[src/rtl/transaction_table_retry_timer_macros.svh]
// Assertion macros used by the transaction table back end
`ifndef TRANSACTION_TABLE_RETRY_TIMER_MACROS_SVH
`define TRANSACTION_TABLE_RETRY_TIMER_MACROS_SVH

// condition that must hold on every clock edge outside reset
`define TTRT_ASSERT_ALWAYS(lbl, expr, msg) \
	lbl: assert property (@(posedge clk) disable iff (!arst_n) (expr)) else $error(msg);

// antecedent in any cycle implies consequent in the same cycle
`define TTRT_ASSERT_IMPLIES(lbl, ante, cons, msg) \
	lbl: assert property (@(posedge clk) disable iff (!arst_n) (ante) |-> (cons)) else $error(msg);

`endif

[src/rtl/ttrt_pkg.sv]
// Types and constants of the transaction table with retry timer
package ttrt_pkg;

	localparam int SLOTS_DEF = 8;
	localparam int MAX_RES   = 8;

	localparam logic [3:0] ACT_ALLOC    = 4'd0;
	localparam logic [3:0] ACT_FIND_B   = 4'd1;
	localparam logic [3:0] ACT_FIND_H   = 4'd2;
	localparam logic [3:0] ACT_MARK     = 4'd3;
	localparam logic [3:0] ACT_AWAIT    = 4'd4;
	localparam logic [3:0] ACT_COMPLETE = 4'd5;
	localparam logic [3:0] ACT_FAIL     = 4'd6;
	localparam logic [3:0] ACT_FREE     = 4'd7;
	localparam logic [3:0] ACT_TICK     = 4'd8;

	localparam logic [1:0] EV_NONE   = 2'd0;
	localparam logic [1:0] EV_RESEND = 2'd1;
	localparam logic [1:0] EV_FAILED = 2'd2;

	localparam logic [1:0] PH_ACK    = 2'd0;
	localparam logic [1:0] PH_STATUS = 2'd1;
	localparam logic [1:0] PH_DONE   = 2'd2;
	localparam logic [1:0] PH_FAILED = 2'd3;

	localparam logic [1:0] REG_HOST_TO = 2'd0;
	localparam logic [1:0] REG_ACK_TO  = 2'd1;
	localparam logic [1:0] REG_RETRIES = 2'd2;

	typedef enum logic [3:0] {
		OP_ALLOC,
		OP_FIND_B,
		OP_FIND_H,
		OP_MARK,
		OP_AWAIT,
		OP_COMPLETE,
		OP_FAIL,
		OP_FREE,
		OP_TICK,
		OP_NONE
	} op_t;

	typedef struct packed {
		op_t         op;
		logic        slot_ok;
		logic [2:0]  slot;
		logic [15:0] host_sn;
		logic [15:0] board_sn;
		logic [31:0] now;
	} item_t;

	typedef struct packed {
		logic        ok;
		logic [2:0]  slot;
		logic [15:0] board_sn;
		logic [15:0] host_sn;
		logic [1:0]  ev;
		logic [1:0]  retries;
	} res_t;

	typedef struct packed {
		logic [15:0] board_sn;
		logic [15:0] host_sn;
		logic [31:0] attempt;
		logic [31:0] first;
		logic [1:0]  retries;
		logic [1:0]  phase;
	} entry_t;

	typedef struct packed {
		logic [15:0] host_to;
		logic [15:0] ack_to;
		logic [1:0]  max_retries;
	} cfg_t;

endpackage

[src/rtl/ttrt_ram.sv]
// Generic single-write, registered-read RAM
module ttrt_ram #(
	parameter int WIDTH = 8,
	parameter int DEPTH = 8,
	localparam int AW = (DEPTH > 1) ? $clog2(DEPTH) : 1
) (
	input  logic             clk,
	input  logic             we,
	input  logic [AW-1:0]    waddr,
	input  logic [WIDTH-1:0] wdata,
	input  logic [AW-1:0]    raddr,
	output logic [WIDTH-1:0] rdata
);

	logic [WIDTH-1:0] mem [DEPTH];

	always_ff @(posedge clk) begin
		if (we) begin
			mem[waddr] <= wdata;
		end
		rdata <= mem[raddr];
	end

endmodule

[src/rtl/ttrt_front.sv]
// Front end: accepts transactions, decodes the action, queues them for the back end
module ttrt_front import ttrt_pkg::*; #(
	parameter int SLOTS = SLOTS_DEF
) (
	input  logic        clk,
	input  logic        arst_n,
	input  logic        in_valid,
	output logic        in_stall,
	input  logic [3:0]  action,
	input  logic [2:0]  slot,
	input  logic [15:0] host_sn,
	input  logic [15:0] board_sn,
	input  logic [31:0] now_ms,
	output logic        q_valid,
	output item_t       q_item,
	input  logic        q_pop
);

	item_t       fifo_q [2];
	logic        wr_ptr_q;
	logic        rd_ptr_q;
	logic [1:0]  count_q;
	logic        push;
	item_t       dec;

	always_comb begin
		dec.slot_ok  = (32'(slot) < SLOTS);
		dec.slot     = slot;
		dec.host_sn  = host_sn;
		dec.board_sn = board_sn;
		dec.now      = now_ms;
		unique case (action)
			ACT_ALLOC:    dec.op = OP_ALLOC;
			ACT_FIND_B:   dec.op = OP_FIND_B;
			ACT_FIND_H:   dec.op = OP_FIND_H;
			ACT_MARK:     dec.op = OP_MARK;
			ACT_AWAIT:    dec.op = OP_AWAIT;
			ACT_COMPLETE: dec.op = OP_COMPLETE;
			ACT_FAIL:     dec.op = OP_FAIL;
			ACT_FREE:     dec.op = OP_FREE;
			ACT_TICK:     dec.op = OP_TICK;
			default:      dec.op = OP_NONE;
		endcase
	end

	assign in_stall = (count_q == 2'd2);
	assign push     = in_valid && !in_stall;
	assign q_valid  = (count_q != 2'd0);
	assign q_item   = fifo_q[rd_ptr_q];

	always_ff @(posedge clk or negedge arst_n) begin
		if (!arst_n) begin
			wr_ptr_q <= 1'b0;
			rd_ptr_q <= 1'b0;
			count_q  <= 2'd0;
		end else begin
			if (push) begin
				wr_ptr_q <= !wr_ptr_q;
			end
			if (q_pop) begin
				rd_ptr_q <= !rd_ptr_q;
			end
			if (push && !q_pop) begin
				count_q <= count_q + 2'd1;
			end else if (!push && q_pop) begin
				count_q <= count_q - 2'd1;
			end
		end
	end

	always_ff @(posedge clk) begin
		if (push) begin
			fifo_q[wr_ptr_q] <= dec;
		end
	end

endmodule

[src/rtl/ttrt_back.sv]
// Back end: executes queued transactions against the slot table and emits results
`include "transaction_table_retry_timer_macros.svh"

module ttrt_back import ttrt_pkg::*; #(
	parameter int SLOTS = SLOTS_DEF,
	localparam int AW = (SLOTS > 1) ? $clog2(SLOTS) : 1,
	localparam int PW = $clog2(SLOTS + 1)
) (
	input  logic        clk,
	input  logic        arst_n,
	input  cfg_t        cfg,
	input  logic        q_valid,
	input  item_t       q_item,
	output logic        q_pop,
	output logic        out_valid,
	input  logic        out_stall,
	output logic        ok,
	output logic [2:0]  slot_out,
	output logic [15:0] board_seq_out,
	output logic [15:0] host_seq_out,
	output logic [1:0]  event_res,
	output logic [1:0]  retry_used,
	output logic [3:0]  pending_total,
	output logic [31:0] timeout_total,
	output logic [31:0] retry_total,
	output logic        last
);

	typedef enum logic [3:0] {
		ST_IDLE = 4'b0001,
		ST_READ = 4'b0010,
		ST_EXEC = 4'b0100,
		ST_EMIT = 4'b1000
	} state_t;

	state_t            state_q, state_d;
	item_t             cur_q;
	logic [AW:0]       idx_q, idx_d;
	logic [SLOTS-1:0]  used_q, used_d, sent_q, sent_d;
	logic [15:0]       next_seq_q, next_seq_d;
	logic [31:0]       tmo_q, tmo_d, rty_q, rty_d;
	logic [PW-1:0]     pend_q, pend_d;
	logic [3:0]        ev_cnt_q, ev_cnt_d;
	logic [2:0]        emit_q, emit_d;
	res_t              res_buf_q [MAX_RES];
	logic              buf_we;
	logic [2:0]        buf_idx;
	res_t              buf_data;

	logic              ram_we;
	entry_t            ram_wdata, rd, wr;
	logic [AW-1:0]     ram_raddr, i;
	logic [3:0]        n_res;
	logic              last_now, out_load, was_used, old_p, new_p, slot_op;
	logic [1:0]        ev;
	logic [31:0]       age_first, age_att;

	logic              out_valid_q;
	res_t              out_res_q;
	logic [3:0]        out_pend_q;
	logic [31:0]       out_tmo_q, out_rty_q;
	logic              out_last_q;

	ttrt_ram #(
		.WIDTH($bits(entry_t)),
		.DEPTH(SLOTS)
	) u_ram (
		.clk   (clk),
		.we    (ram_we),
		.waddr (i),
		.wdata (ram_wdata),
		.raddr (ram_raddr),
		.rdata (rd)
	);

	assign i         = idx_q[AW-1:0];
	assign ram_raddr = idx_q[AW-1:0];
	assign age_first = cur_q.now - rd.first;
	assign age_att   = cur_q.now - rd.attempt;
	assign n_res     = (ev_cnt_q == 4'd0) ? 4'd1 : ev_cnt_q;
	assign last_now  = ({1'b0, emit_q} + 4'd1 == n_res);
	assign out_load  = (state_q == ST_EMIT) && (!out_valid_q || !out_stall);
	assign slot_op   = (cur_q.op == OP_MARK) || (cur_q.op == OP_AWAIT) ||
		(cur_q.op == OP_COMPLETE) || (cur_q.op == OP_FAIL) || (cur_q.op == OP_FREE);

	always_comb begin
		state_d    = state_q;
		idx_d      = idx_q;
		used_d     = used_q;
		sent_d     = sent_q;
		next_seq_d = next_seq_q;
		tmo_d      = tmo_q;
		rty_d      = rty_q;
		pend_d     = pend_q;
		ev_cnt_d   = ev_cnt_q;
		emit_d     = emit_q;
		buf_we     = 1'b0;
		buf_idx    = 3'd0;
		buf_data   = '0;
		ram_we     = 1'b0;
		wr         = rd;
		ram_wdata  = rd;
		q_pop      = 1'b0;
		ev         = EV_NONE;
		was_used   = used_q[i];
		old_p      = 1'b0;
		new_p      = 1'b0;

		unique case (state_q)
			ST_IDLE: begin
				if (q_valid) begin
					q_pop    = 1'b1;
					buf_we   = 1'b1;
					ev_cnt_d = 4'd0;
					emit_d   = 3'd0;
					idx_d    = '0;
					if (q_item.op == OP_NONE) begin
						state_d = ST_EMIT;
					end else if (q_item.op == OP_MARK || q_item.op == OP_AWAIT ||
						q_item.op == OP_COMPLETE || q_item.op == OP_FAIL ||
						q_item.op == OP_FREE) begin
						idx_d   = (AW + 1)'(q_item.slot);
						state_d = q_item.slot_ok ? ST_READ : ST_EMIT;
					end else begin
						state_d = ST_READ;
					end
				end
			end
			ST_READ: begin
				state_d = ST_EXEC;
			end
			ST_EXEC: begin
				state_d = ST_READ;
				if (idx_q == (AW + 1)'(SLOTS - 1)) begin
					state_d = ST_EMIT;
				end
				idx_d = idx_q + 1'b1;
				if (cur_q.op == OP_ALLOC) begin
					if (!used_q[i]) begin
						wr.board_sn = next_seq_q;
						wr.host_sn  = cur_q.host_sn;
						wr.attempt  = '0;
						wr.first    = '0;
						wr.retries  = 2'd0;
						wr.phase    = PH_ACK;
						ram_we      = 1'b1;
						ram_wdata   = wr;
						used_d[i]   = 1'b1;
						sent_d[i]   = 1'b0;
						next_seq_d  = next_seq_q + 16'd1;
						pend_d      = pend_q + 1'b1;
						buf_we      = 1'b1;
						buf_data    = '{1'b1, 3'(i), next_seq_q, cur_q.host_sn,
							EV_NONE, 2'd0};
						state_d     = ST_EMIT;
					end
				end else if (cur_q.op == OP_FIND_B || cur_q.op == OP_FIND_H) begin
					if (used_q[i] && ((cur_q.op == OP_FIND_B) ?
						(rd.board_sn == cur_q.board_sn) :
						(rd.host_sn == cur_q.host_sn))) begin
						buf_we   = 1'b1;
						buf_data = '{1'b1, 3'(i), rd.board_sn, rd.host_sn,
							EV_NONE, rd.retries};
						state_d  = ST_EMIT;
					end
				end else if (slot_op) begin
					old_p = was_used && (rd.phase <= PH_STATUS);
					priority case (cur_q.op)
						OP_MARK: begin
							if (!sent_q[i]) begin
								wr.first = cur_q.now;
							end
							wr.attempt = cur_q.now;
							sent_d[i]  = 1'b1;
						end
						OP_AWAIT:    wr.phase = PH_STATUS;
						OP_COMPLETE: wr.phase = PH_DONE;
						OP_FAIL:     wr.phase = PH_FAILED;
						default: begin
							used_d[i] = 1'b0;
							wr.first  = '0;
						end
					endcase
					new_p = used_d[i] && (wr.phase <= PH_STATUS);
					if (old_p && !new_p) begin
						pend_d = pend_q - 1'b1;
					end else if (!old_p && new_p) begin
						pend_d = pend_q + 1'b1;
					end
					ram_we    = 1'b1;
					ram_wdata = wr;
					if (was_used) begin
						buf_we   = 1'b1;
						buf_data = '{1'b1, 3'(i), rd.board_sn, rd.host_sn,
							EV_NONE, rd.retries};
					end
					state_d = ST_EMIT;
				end else begin
					if (used_q[i] && (rd.phase <= PH_STATUS) && sent_q[i]) begin
						if (age_first >= {16'd0, cfg.host_to}) begin
							tmo_d    = tmo_q + 32'd1;
							wr.phase = PH_FAILED;
							ev       = EV_FAILED;
							pend_d   = pend_q - 1'b1;
						end else if (rd.phase == PH_ACK &&
							age_att >= {16'd0, cfg.ack_to}) begin
							tmo_d = tmo_q + 32'd1;
							if (rd.retries < cfg.max_retries) begin
								wr.retries = rd.retries + 2'd1;
								wr.attempt = cur_q.now;
								rty_d      = rty_q + 32'd1;
								ev         = EV_RESEND;
							end else begin
								wr.phase = PH_FAILED;
								ev       = EV_FAILED;
								pend_d   = pend_q - 1'b1;
							end
						end
					end
					ram_we    = 1'b1;
					ram_wdata = wr;
					if (ev != EV_NONE && ev_cnt_q < 4'(MAX_RES)) begin
						buf_we   = 1'b1;
						buf_idx  = ev_cnt_q[2:0];
						buf_data = '{1'b1, 3'(i), wr.board_sn, wr.host_sn, ev,
							wr.retries};
						ev_cnt_d = ev_cnt_q + 4'd1;
					end
				end
			end
			ST_EMIT: begin
				if (out_load) begin
					if (last_now) begin
						emit_d  = 3'd0;
						state_d = ST_IDLE;
					end else begin
						emit_d = emit_q + 3'd1;
					end
				end
			end
			default: state_d = ST_IDLE;
		endcase
	end

	always_ff @(posedge clk or negedge arst_n) begin
		if (!arst_n) begin
			state_q     <= ST_IDLE;
			idx_q       <= '0;
			used_q      <= '0;
			sent_q      <= '0;
			next_seq_q  <= 16'd1;
			tmo_q       <= '0;
			rty_q       <= '0;
			pend_q      <= '0;
			ev_cnt_q    <= '0;
			emit_q      <= '0;
			out_valid_q <= 1'b0;
		end else begin
			state_q    <= state_d;
			idx_q      <= idx_d;
			used_q     <= used_d;
			sent_q     <= sent_d;
			next_seq_q <= next_seq_d;
			tmo_q      <= tmo_d;
			rty_q      <= rty_d;
			pend_q     <= pend_d;
			ev_cnt_q   <= ev_cnt_d;
			emit_q     <= emit_d;
			if (out_load) begin
				out_valid_q <= 1'b1;
			end else if (!out_stall) begin
				out_valid_q <= 1'b0;
			end
		end
	end

	always_ff @(posedge clk) begin
		if (q_pop) begin
			cur_q <= q_item;
		end
		if (buf_we) begin
			res_buf_q[buf_idx] <= buf_data;
		end
		if (out_load) begin
			out_res_q  <= res_buf_q[emit_q];
			out_pend_q <= (32'(pend_q) > 32'd15) ? 4'd15 : 4'(pend_q);
			out_tmo_q  <= tmo_q;
			out_rty_q  <= rty_q;
			out_last_q <= last_now;
		end
	end

	assign out_valid     = out_valid_q;
	assign ok            = out_res_q.ok;
	assign slot_out      = out_res_q.slot;
	assign board_seq_out = out_res_q.board_sn;
	assign host_seq_out  = out_res_q.host_sn;
	assign event_res     = out_res_q.ev;
	assign retry_used    = out_res_q.retries;
	assign pending_total = out_pend_q;
	assign timeout_total = out_tmo_q;
	assign retry_total   = out_rty_q;
	assign last          = out_last_q;

	`TTRT_ASSERT_ALWAYS(a_pend_le_used, 32'(pend_q) <= $countones(used_q), "pending above used")
	`TTRT_ASSERT_IMPLIES(a_emit_in_range, state_q == ST_EMIT, {1'b0, emit_q} < n_res, "emit index overrun")
	`TTRT_ASSERT_IMPLIES(a_pop_idle, q_pop, state_q == ST_IDLE, "pop outside idle")

endmodule

[src/rtl/transaction_table_retry_timer.sv]
// Top level of the outstanding transaction table with acknowledge timeout and retry
//
// Input channel (in_valid/in_stall) takes one transaction per accept: an action with
// slot, host_sn, board_sn and now_ms. Output channel (out_valid/out_stall) returns
// one or more results per transaction, the final one flagged by last; a tick gives one
// result per slot event, up to eight, or one result with ok low when there is none.
// Registers sit on the APB port at 0x0 (host timeout), 0x4 (ack timeout) and 0x8
// (retry limit), to be written only while idle; the block does not enforce this.
// A two-entry queue decouples input from the sequencer, so the sender keeps going
// while results wait until it fills. Each slot visit is a table read, then an update:
// slot actions visit one slot, alloc and finds scan slots until a hit, ticks visit all.
// Reset empties the table, sets the board sequence to 1, zeroes the counters and
// loads the register defaults; no clearing pass is needed.
// A stalled result holds on the outputs; processing of the next transaction waits
// until every result of the current one has entered the output register.
module transaction_table_retry_timer import ttrt_pkg::*; #(
	parameter int SLOTS = SLOTS_DEF
) (
	input  logic        clk,
	input  logic        arst_n,
	input  logic        psel,
	input  logic        penable,
	input  logic        pwrite,
	input  logic [3:0]  paddr,
	input  logic [31:0] pwdata,
	output logic [31:0] prdata,
	output logic        pready,
	input  logic        in_valid,
	output logic        in_stall,
	input  logic [3:0]  action,
	input  logic [2:0]  slot,
	input  logic [15:0] host_sn,
	input  logic [15:0] board_sn,
	input  logic [31:0] now_ms,
	output logic        out_valid,
	input  logic        out_stall,
	output logic        ok,
	output logic [2:0]  slot_out,
	output logic [15:0] board_seq_out,
	output logic [15:0] host_seq_out,
	output logic [1:0]  event_res,
	output logic [1:0]  retry_used,
	output logic [3:0]  pending_total,
	output logic [31:0] timeout_total,
	output logic [31:0] retry_total,
	output logic        last
);

	cfg_t   cfg_q;
	logic   q_valid, q_pop;
	item_t  q_item;

	assign pready = 1'b1;

	always_ff @(posedge clk or negedge arst_n) begin
		if (!arst_n) begin
			cfg_q.host_to     <= 16'd250;
			cfg_q.ack_to      <= 16'd40;
			cfg_q.max_retries <= 2'd2;
		end else if (psel && penable && pwrite) begin
			unique case (paddr[3:2])
				REG_HOST_TO: cfg_q.host_to     <= pwdata[15:0];
				REG_ACK_TO:  cfg_q.ack_to      <= pwdata[15:0];
				REG_RETRIES: cfg_q.max_retries <= pwdata[1:0];
				default: ;
			endcase
		end
	end

	always_comb begin
		unique case (paddr[3:2])
			REG_HOST_TO: prdata = {16'd0, cfg_q.host_to};
			REG_ACK_TO:  prdata = {16'd0, cfg_q.ack_to};
			REG_RETRIES: prdata = {30'd0, cfg_q.max_retries};
			default:     prdata = '0;
		endcase
	end

	ttrt_front #(.SLOTS(SLOTS)) u_front (
		.clk       (clk),
		.arst_n    (arst_n),
		.in_valid  (in_valid),
		.in_stall  (in_stall),
		.action    (action),
		.slot      (slot),
		.host_sn   (host_sn),
		.board_sn  (board_sn),
		.now_ms    (now_ms),
		.q_valid   (q_valid),
		.q_item    (q_item),
		.q_pop     (q_pop)
	);

	ttrt_back #(.SLOTS(SLOTS)) u_back (
		.clk           (clk),
		.arst_n        (arst_n),
		.cfg           (cfg_q),
		.q_valid       (q_valid),
		.q_item        (q_item),
		.q_pop         (q_pop),
		.out_valid     (out_valid),
		.out_stall     (out_stall),
		.ok            (ok),
		.slot_out      (slot_out),
		.board_seq_out (board_seq_out),
		.host_seq_out  (host_seq_out),
		.event_res     (event_res),
		.retry_used    (retry_used),
		.pending_total (pending_total),
		.timeout_total (timeout_total),
		.retry_total   (retry_total),
		.last          (last)
	);

endmodule
[config.mk]
export PLATFORM = sky130hd
export DESIGN_NAME = transaction_table_retry_timer
export DESIGN_NICKNAME = d
export VERILOG_FILES = /design/src/rtl/ttrt_pkg.sv /design/src/rtl/ttrt_ram.sv /design/src/rtl/ttrt_front.sv /design/src/rtl/ttrt_back.sv /design/src/rtl/transaction_table_retry_timer.sv
export VERILOG_INCLUDE_DIRS = /design/src /design/src/rtl
export SDC_FILE = /design/constraint.sdc
export NUM_CORES = 2
export LEC_CHECK = 0
export ABC_AREA = 1
export BUFFER_PORTS_ARGS = -buffer_cell sky130_fd_sc_hd__buf_2
export CAP_MARGIN = 20
export CORE_UTILIZATION = 25
export CTS_BUF_LIST = sky130_fd_sc_hd__clkbuf_4 sky130_fd_sc_hd__clkbuf_8
export CTS_CLUSTER_DIAMETER = 60
export DETAILED_ROUTE_END_ITERATION = 7
export GPL_ROUTABILITY_DRIVEN = 0
export PLACE_DENSITY_LB_ADDON = 0.1
export SYNTH_ARGS = -nofsm -noshare
export SYNTH_HDL_FRONTEND = slang
export SYNTH_SLANG_ARGS = --single-unit
[constraint.sdc]
create_clock -name clk -period 8.4 [get_ports clk]
set_input_delay 1.68 -clock clk [delete_from_list [all_inputs] [get_ports clk]]
set_output_delay 1.68 -clock clk [all_outputs]
set_load 0.05 [all_outputs]
# Yosys cells after proc, flatten, opt, wreduce, memory -nomap -nowiden
# Memory sizes are Yosys's and may differ from the RTL's. A register that Yosys moved wholly into a read port is not among the register bits.
# Index checks and enable logic that the tools add are counted.
# W data, S select, Z words.
# word_totals
regBits,291
ram_bits,1262
romBits,64
in_bits,114
output_inout_bits,144
wordCells,291
n_memories,4
# memory_table
name,depth,width,read_ports,rd_clocked_by_memory_dff,wr,line,source
u_back.u_ram.mem,8,100,1,1,1,ttrt_ram.sv:15,logic [WIDTH-1:0] mem [DEPTH];
u_back.res_buf_q,8,40,1,1,1,ttrt_back.sv:45,res_t res_buf_q [MAX_RES];
u_front.fifo_q,2,71,1,0,1,ttrt_front.sv:19,item_t fifo_q [2];
(no name shown),16,4,1,0,0,ttrt_front.sv:32,unique case (action)
# op_classes
add_sub_neg,14
order_cmp,8
n_eq_ne,36
mux,131
n_bitwise,10
n_reduce_logical,63
# op_table
op,n
$mux W40,8
$mux W100,3
$mux W32,8
$mux W68,2
$mux W4,32
$mux W8,14
$add A32 B1 Y32 const B,2
$ge A32 B16 Y1,2
$pmux W32 S2,1
$sub A32 B32 Y32,2
$pmux W16 S3,1
$eq A4 B3 Y1 const B,10
$mux W2,18
$eq A16 B16 Y1,2
$mux W3,9
$mux W1,25
$add A16 B1 Y16 const B,1
$and A8 B8 Y8,2
$eq A4 B2 Y1 const B,4
$or A8 B8 Y8,2
$pmux W4 S2,2
$pmux W4 S4,1
$reduce_bool A2 Y1,8
$logic_and A1 B1 Y1,15
other kinds (42),88

# Logic depth before layout (Yosys ltp)
# depth
word_depth,20
ltp_mapped,33
depth_no_buf,33

# Modules after synthesis
# A second synthesis with hierarchy kept.
# unflattened
cells_unflattened,7928
area_unflattened_um2,78201.3
# modules_own_cells
module,instances,cells_each,area_per_inst_um2
ttrt_ram,1,3574,37144.4
ttrt_back,1,3868,33552.2
ttrt_front,1,259,5730.5
transaction_table_retry_timer,1,227,1774.2

# Worst setup path before layout
# Ideal clock, no wire load.
# synth_timing
kind,flip-flop to flip-flop
startpoint,register u_back.state_q[0]
endpoint,"memory u_back.res_buf_q[0][0] (netlist bit), enable pin"
setup_time_ps,437
t_arrival_ps,7096
required_ps,7963
path_slack_ps,867
path_stages_with_launch,9
period_less_slack_ps,7533
path_cell_list,dfstp_2 inv_1 nor3_1 inv_1 a21oi_1 inv_1 nand2_1 nand2_1 nor2_1
# synth_between
elab_chain_len,4
elab_cells_between_ends,6
classes_between,eq/ne (2); mux (4)
# synth_lines
element,line,source
from (decl),ttrt_back.sv:36,"state_t state_q, state_d;"
from (signal assigned),ttrt_back.sv:259,state_q <= state_d;
$eq A4 B3 Y1 / $eq A4 B1 Y1 (equally long branches),n/a,
$pmux W1 S2,ttrt_back.sv:109,unique case (state_q)
$mux W1,ttrt_back.sv:281,if (buf_we) begin
$mux W1 (implied by the code),ttrt_back.sv:282,res_buf_q[buf_idx] <= buf_data;
to (decl),ttrt_back.sv:45,
# Several ways; a longest one is shown, not always the timed one.

# Worst setup path after layout
# layout_timing
startpoint,register u_back.cur_q[0] (netlist bit)
endpoint,"memory u_back.res_buf_q[1][16] (netlist bit), enable pin"
# layout_between
elab_chain_len,19
elab_cells_between_ends,26
classes_between,add/sub (2); order compare (2); mux (19); reduce/logical (3)
# layout_lines
element,line,source
from (decl),ttrt_back.sv:37,item_t cur_q;
from (signal assigned),ttrt_back.sv:279,cur_q <= q_item;
$sub A32 B32 Y32,ttrt_back.sv:79,assign age_att = cur_q.now - rd.attempt;
$ge A32 B16 Y1,ttrt_back.sv:206,"age_att >= {16'd0, cfg.ack_to}) begin"
$logic_and A1 B1 Y1,ttrt_back.sv:205,end else if (rd.phase == PH_ACK &&
$mux W2,ttrt_back.sv:205,
$mux W2 (*),ttrt_back.sv:200,"if (age_first >= {16'd0, cfg.host_to}) begin"
$mux W2 (*),ttrt_back.sv:199,if (used_q[i] && (rd.phase <= PH_STATUS) && sent_q[i]) begin
$mux W2 (*),ttrt_back.sv:166,end else if (slot_op) begin
$mux W2 (*),ttrt_back.sv:157,end else if (cur_q.op == OP_FIND_B || cur_q.op == OP_FIND_H) begin
[3 not listed],n/a,
$logic_and A1 B1 Y1 (*),ttrt_back.sv:222,if (ev != EV_NONE && ev_cnt_q < 4'(MAX_RES)) begin
$mux W1,ttrt_back.sv:222,
$mux W1,ttrt_back.sv:166,
$mux W1,ttrt_back.sv:157,
$mux W1,ttrt_back.sv:138,if (cur_q.op == OP_ALLOC) begin
$pmux W1 S2,ttrt_back.sv:109,
$mux W1,ttrt_back.sv:281,
$mux W1 (implied by the code),ttrt_back.sv:282,
# Every way passes the cells marked *; elsewhere a longest branch is shown, timed or not. The select of a mux whose other input is x is not followed.

==> impl_metrics.tcl <==
set metrics [dict create \
    cts_resized 0 \
    finalSetupViolCount 0 \
    end_kind "flip-flop" \
    drive_gt1_share_pct 14.7 \
    whs_ns 0.422 \
    grt_pass1_vias 47301 \
    hold_violations 0 \
    p_leak_nw 32.0 \
    vias_per_cell 4.50 \
    reg2reg_slack_ns 2.52 \
    grt_overflow 0 \
    peakVddDrop_mv 0.219 \
    die-height_um 535 \
    syn_area_um2 71000 \
    async_flop_share_pct 9.10 \
    antenna_found_initial 11 \
    drt-pass1-iter-count 5 \
    synth.distinct_cells 67 \
    ant_nets 0 \
    critPathLaunch "u_back.cur_q[0]$_DFFE_PP_" \
    numClockSinks 1693 \
    place_inst 9934 \
    post_cts_buffers 0 \
    rsz0062_at_grt "false" \
    synth.ff_latch_count 1693 \
    status "complete, no violations" \
    tns_ns 0 \
    synth_compound_area_share_pct 8.83 \
    layout_min_cycle_time_ns 5.88 \
    ctsHoldBuffers 0 \
    drv_cap 0 \
    start_kind "flip-flop" \
    fmax_mhz 170 \
    synth_area_per_cell_um2 11.6 \
    layout_setup_ws_ns 2.52 \
    grt_pass1_wl_mm 339 \
    ys_top_cells_by_area "edfxtp_1, nand2_1, dfrtp_1, nor2_1, dfxtp_1" \
    netlist.area_leader.share_pct 60.9 \
    io_buffers 222 \
    placed_area_um2 77000 \
    cpMostUsedCell "nand2_1" \
    cp_slowest_stage_delay_ns 0.66 \
    clockBufferDepth 4 \
    synthFlopType "edfxtp_1" \
    num_vias 47394 \
    path_class "flip-flop to flip-flop" \
    r2r_start "u_back.cur_q[0]$_DFFE_PP_" \
    final_util_pct 29.6 \
    synth_cells 6103 \
    synth_fa_ha_area_share_pct 1.93 \
    cts_tree "done" \
    initial_core_util_pct 25.1 \
    fin_nets 6743 \
    tightestPinTransition_ns 1.09 \
    clk_pin_slew_ns 0.06 \
    grt_max_degree 101 \
    synth-xor-area-share_pct 1.81 \
    path_max_fanout 24 \
    synth-edff-count 1439 \
    route.detailed.drc 0 \
    powerDensity_nw_per_um2 361 \
    arrival_ns 6.44 \
    core-area_um2 282000 \
    layout_common_cells "edfxtp_1, nand2_1, nor2_1" \
    ioPinCount 258 \
    synth_top_family_by_area "simple AND/OR/NAND/NOR gates" \
    dp_hpwl_mm 144 \
    seq_area_frac_synth_pct 69.2 \
    synth_mux_area_share_pct 0.0423 \
    finalPower_mw 30.1 \
    final_area_um2 83400 \
    areaGrowthSynthToFinish_pct 17.6 \
    period_share_pct 70.0 \
    final_common_cell "edfxtp_1" \
    dr.first_iter.drc_count 3666 \
    cp_slowest_cell "nor2_4" \
    skew_ns 0.0951 \
    setup.worst_path.end "u_back.res_buf_q[1][16]$_DFFE_PP_" \
    relSlewSlack_pct 27.0 \
    wl_per_cell_um 22.3 \
    cts_root_buf "clkbuf_8" \
    num_rows 195 \
    stdcell_count 10526 \
    post_synth_and_or_nand_nor_area_fraction_pct 13.8 \
    r2r_end "u_back.res_buf_q[1][16]$_DFFE_PP_" \
    place_ws_ns 2.46 \
    grt_use_total_pct 16.1 \
    insertion_delay_ns 0.98 \
    die-area_um2 286000 \
    wl_mm 235 \
    drv_slew 0 \
    ys_warn_count 0 \
    cts_made_buffers 320 \
    yosysTopAreaCell "edfxtp_1" \
    hp-class "flip-flop to flip-flop" \
    cp.required_ns 8.96 \
    r2r_cells 28 \
    htreeDepth 5 \
    die_x_um 535 \
]
[flip-flops by register name, indices dropped and copies added (netlist names), 4 cells and up, named ones only]
register and cells:
u_back.retry_total 32, u_back.state_q 4, u_back.host_seq_out 16, u_back.ev_cnt_q 4, u_back.u_ram.mem 800, u_front.fifo_q 142
u_back.idx_q 4, u_back.u_ram.rdata 100, u_back.pending_total 4, u_back.cur_q 68, u_back.res_buf_q 320, u_back.used_q 8
u_back.next_seq_q 16, u_back.board_seq_out 16, u_back.rty_q 32, cfg_q 34, u_back.tmo_q 32, u_back.timeout_total 32
u_back.pend_q 4
[synth_stat cells, drive strengths merged (58+ instances only)]
master / instances
o21ai: 375
xor2: 102
a21oi: 100
a22o: 60
a221oi: 85
dfxtp: 100
o22ai: 59
buf: 58
nand4: 114
a22oi: 146
nand3: 144
nor3: 63
nand2: 1430
nor2: 567
ha: 106
edfxtp: 1439
inv: 545
clkbuf: 194
dfrtp: 143
[worst min-delay path by stage]
stage	startpoint	to	slack (ns)	depth (start not counted)
after CTS	u_back.u_ram.mem[4][68]$_DFFE_PP_	u_back.u_ram.rdata[68]$_DFF_P_	0.42	2
after detailed placement	u_back.u_ram.mem[3][76]$_DFFE_PP_	u_back.u_ram.rdata[76]$_DFF_P_	0.45	2
after global placement	u_back.u_ram.mem[7][85]$_DFFE_PP_	u_back.u_ram.rdata[85]$_DFF_P_	0.45	2
final	u_back.u_ram.mem[4][68]$_DFFE_PP_	u_back.u_ram.rdata[68]$_DFF_P_	0.42	2
after floorplan	u_back.tmo_q[24]$_DFFE_PN0P_	u_back.timeout_total[24]$_DFFE_PP_	0.42	0
after global routing	u_back.u_ram.mem[4][68]$_DFFE_PP_	u_back.u_ram.rdata[68]$_DFF_P_	0.46	2
[worst max-delay path: cells and delay by family (launching register included)]
| family | cells | cell delay, ns |
|---|---|---|
| fa+ha+maj | 3 | 0.85 |
| flops | 1 | 0.39 |
| buf+inv | 4 | 0.84 |
| xor+xnor | 1 | 0.16 |
| simple gates | 16 | 2.62 |
| compound gates | 4 | 0.63 |
[area by class of cell]
cell class,instances,area [um2]
Antenna cell,8,20.0
Clock buffer,477,5770
Clock inverter,99,637
Fill cell,28874,199000
Inverter,549,2080
Multi-Input combinational cell,3624,19100
Sequential cell,1693,49100
Tap cell,3743,4680
Timing Repair Buffer,333,2120
[power breakdown]
group	switching [mW]	internal, mW
logic	7.25	2.86
registers	0.789	11.1
clock network	3.62	4.53
[per-layer routing]
metal | vias up | global-route usage, % | routed length, um
li1 | 22330 | - | -
met1 | 23764 | 23.3 | 116000
met2 | 982 | 25.4 | 106000
met3 | 318 | 2.30 | 8970
met4 | 0 | 3.42 | 3950
met5 | - | 0 | 0
[cells by family (layout without fill, tap and decap cells)]
group | Yosys count | after routing
other | 2 | 25
AOI/OAI and AO/OA | 978 | 978
DFF | 1693 | 1693
and+or+nand+nor | 2371 | 2371
muxes | 3 | 3
buffers and inverters | 801 | 1458
adders and majority gates | 108 | 108
xor gates and xnor gates | 147 | 147
Power figures use the tool's default switching activity.
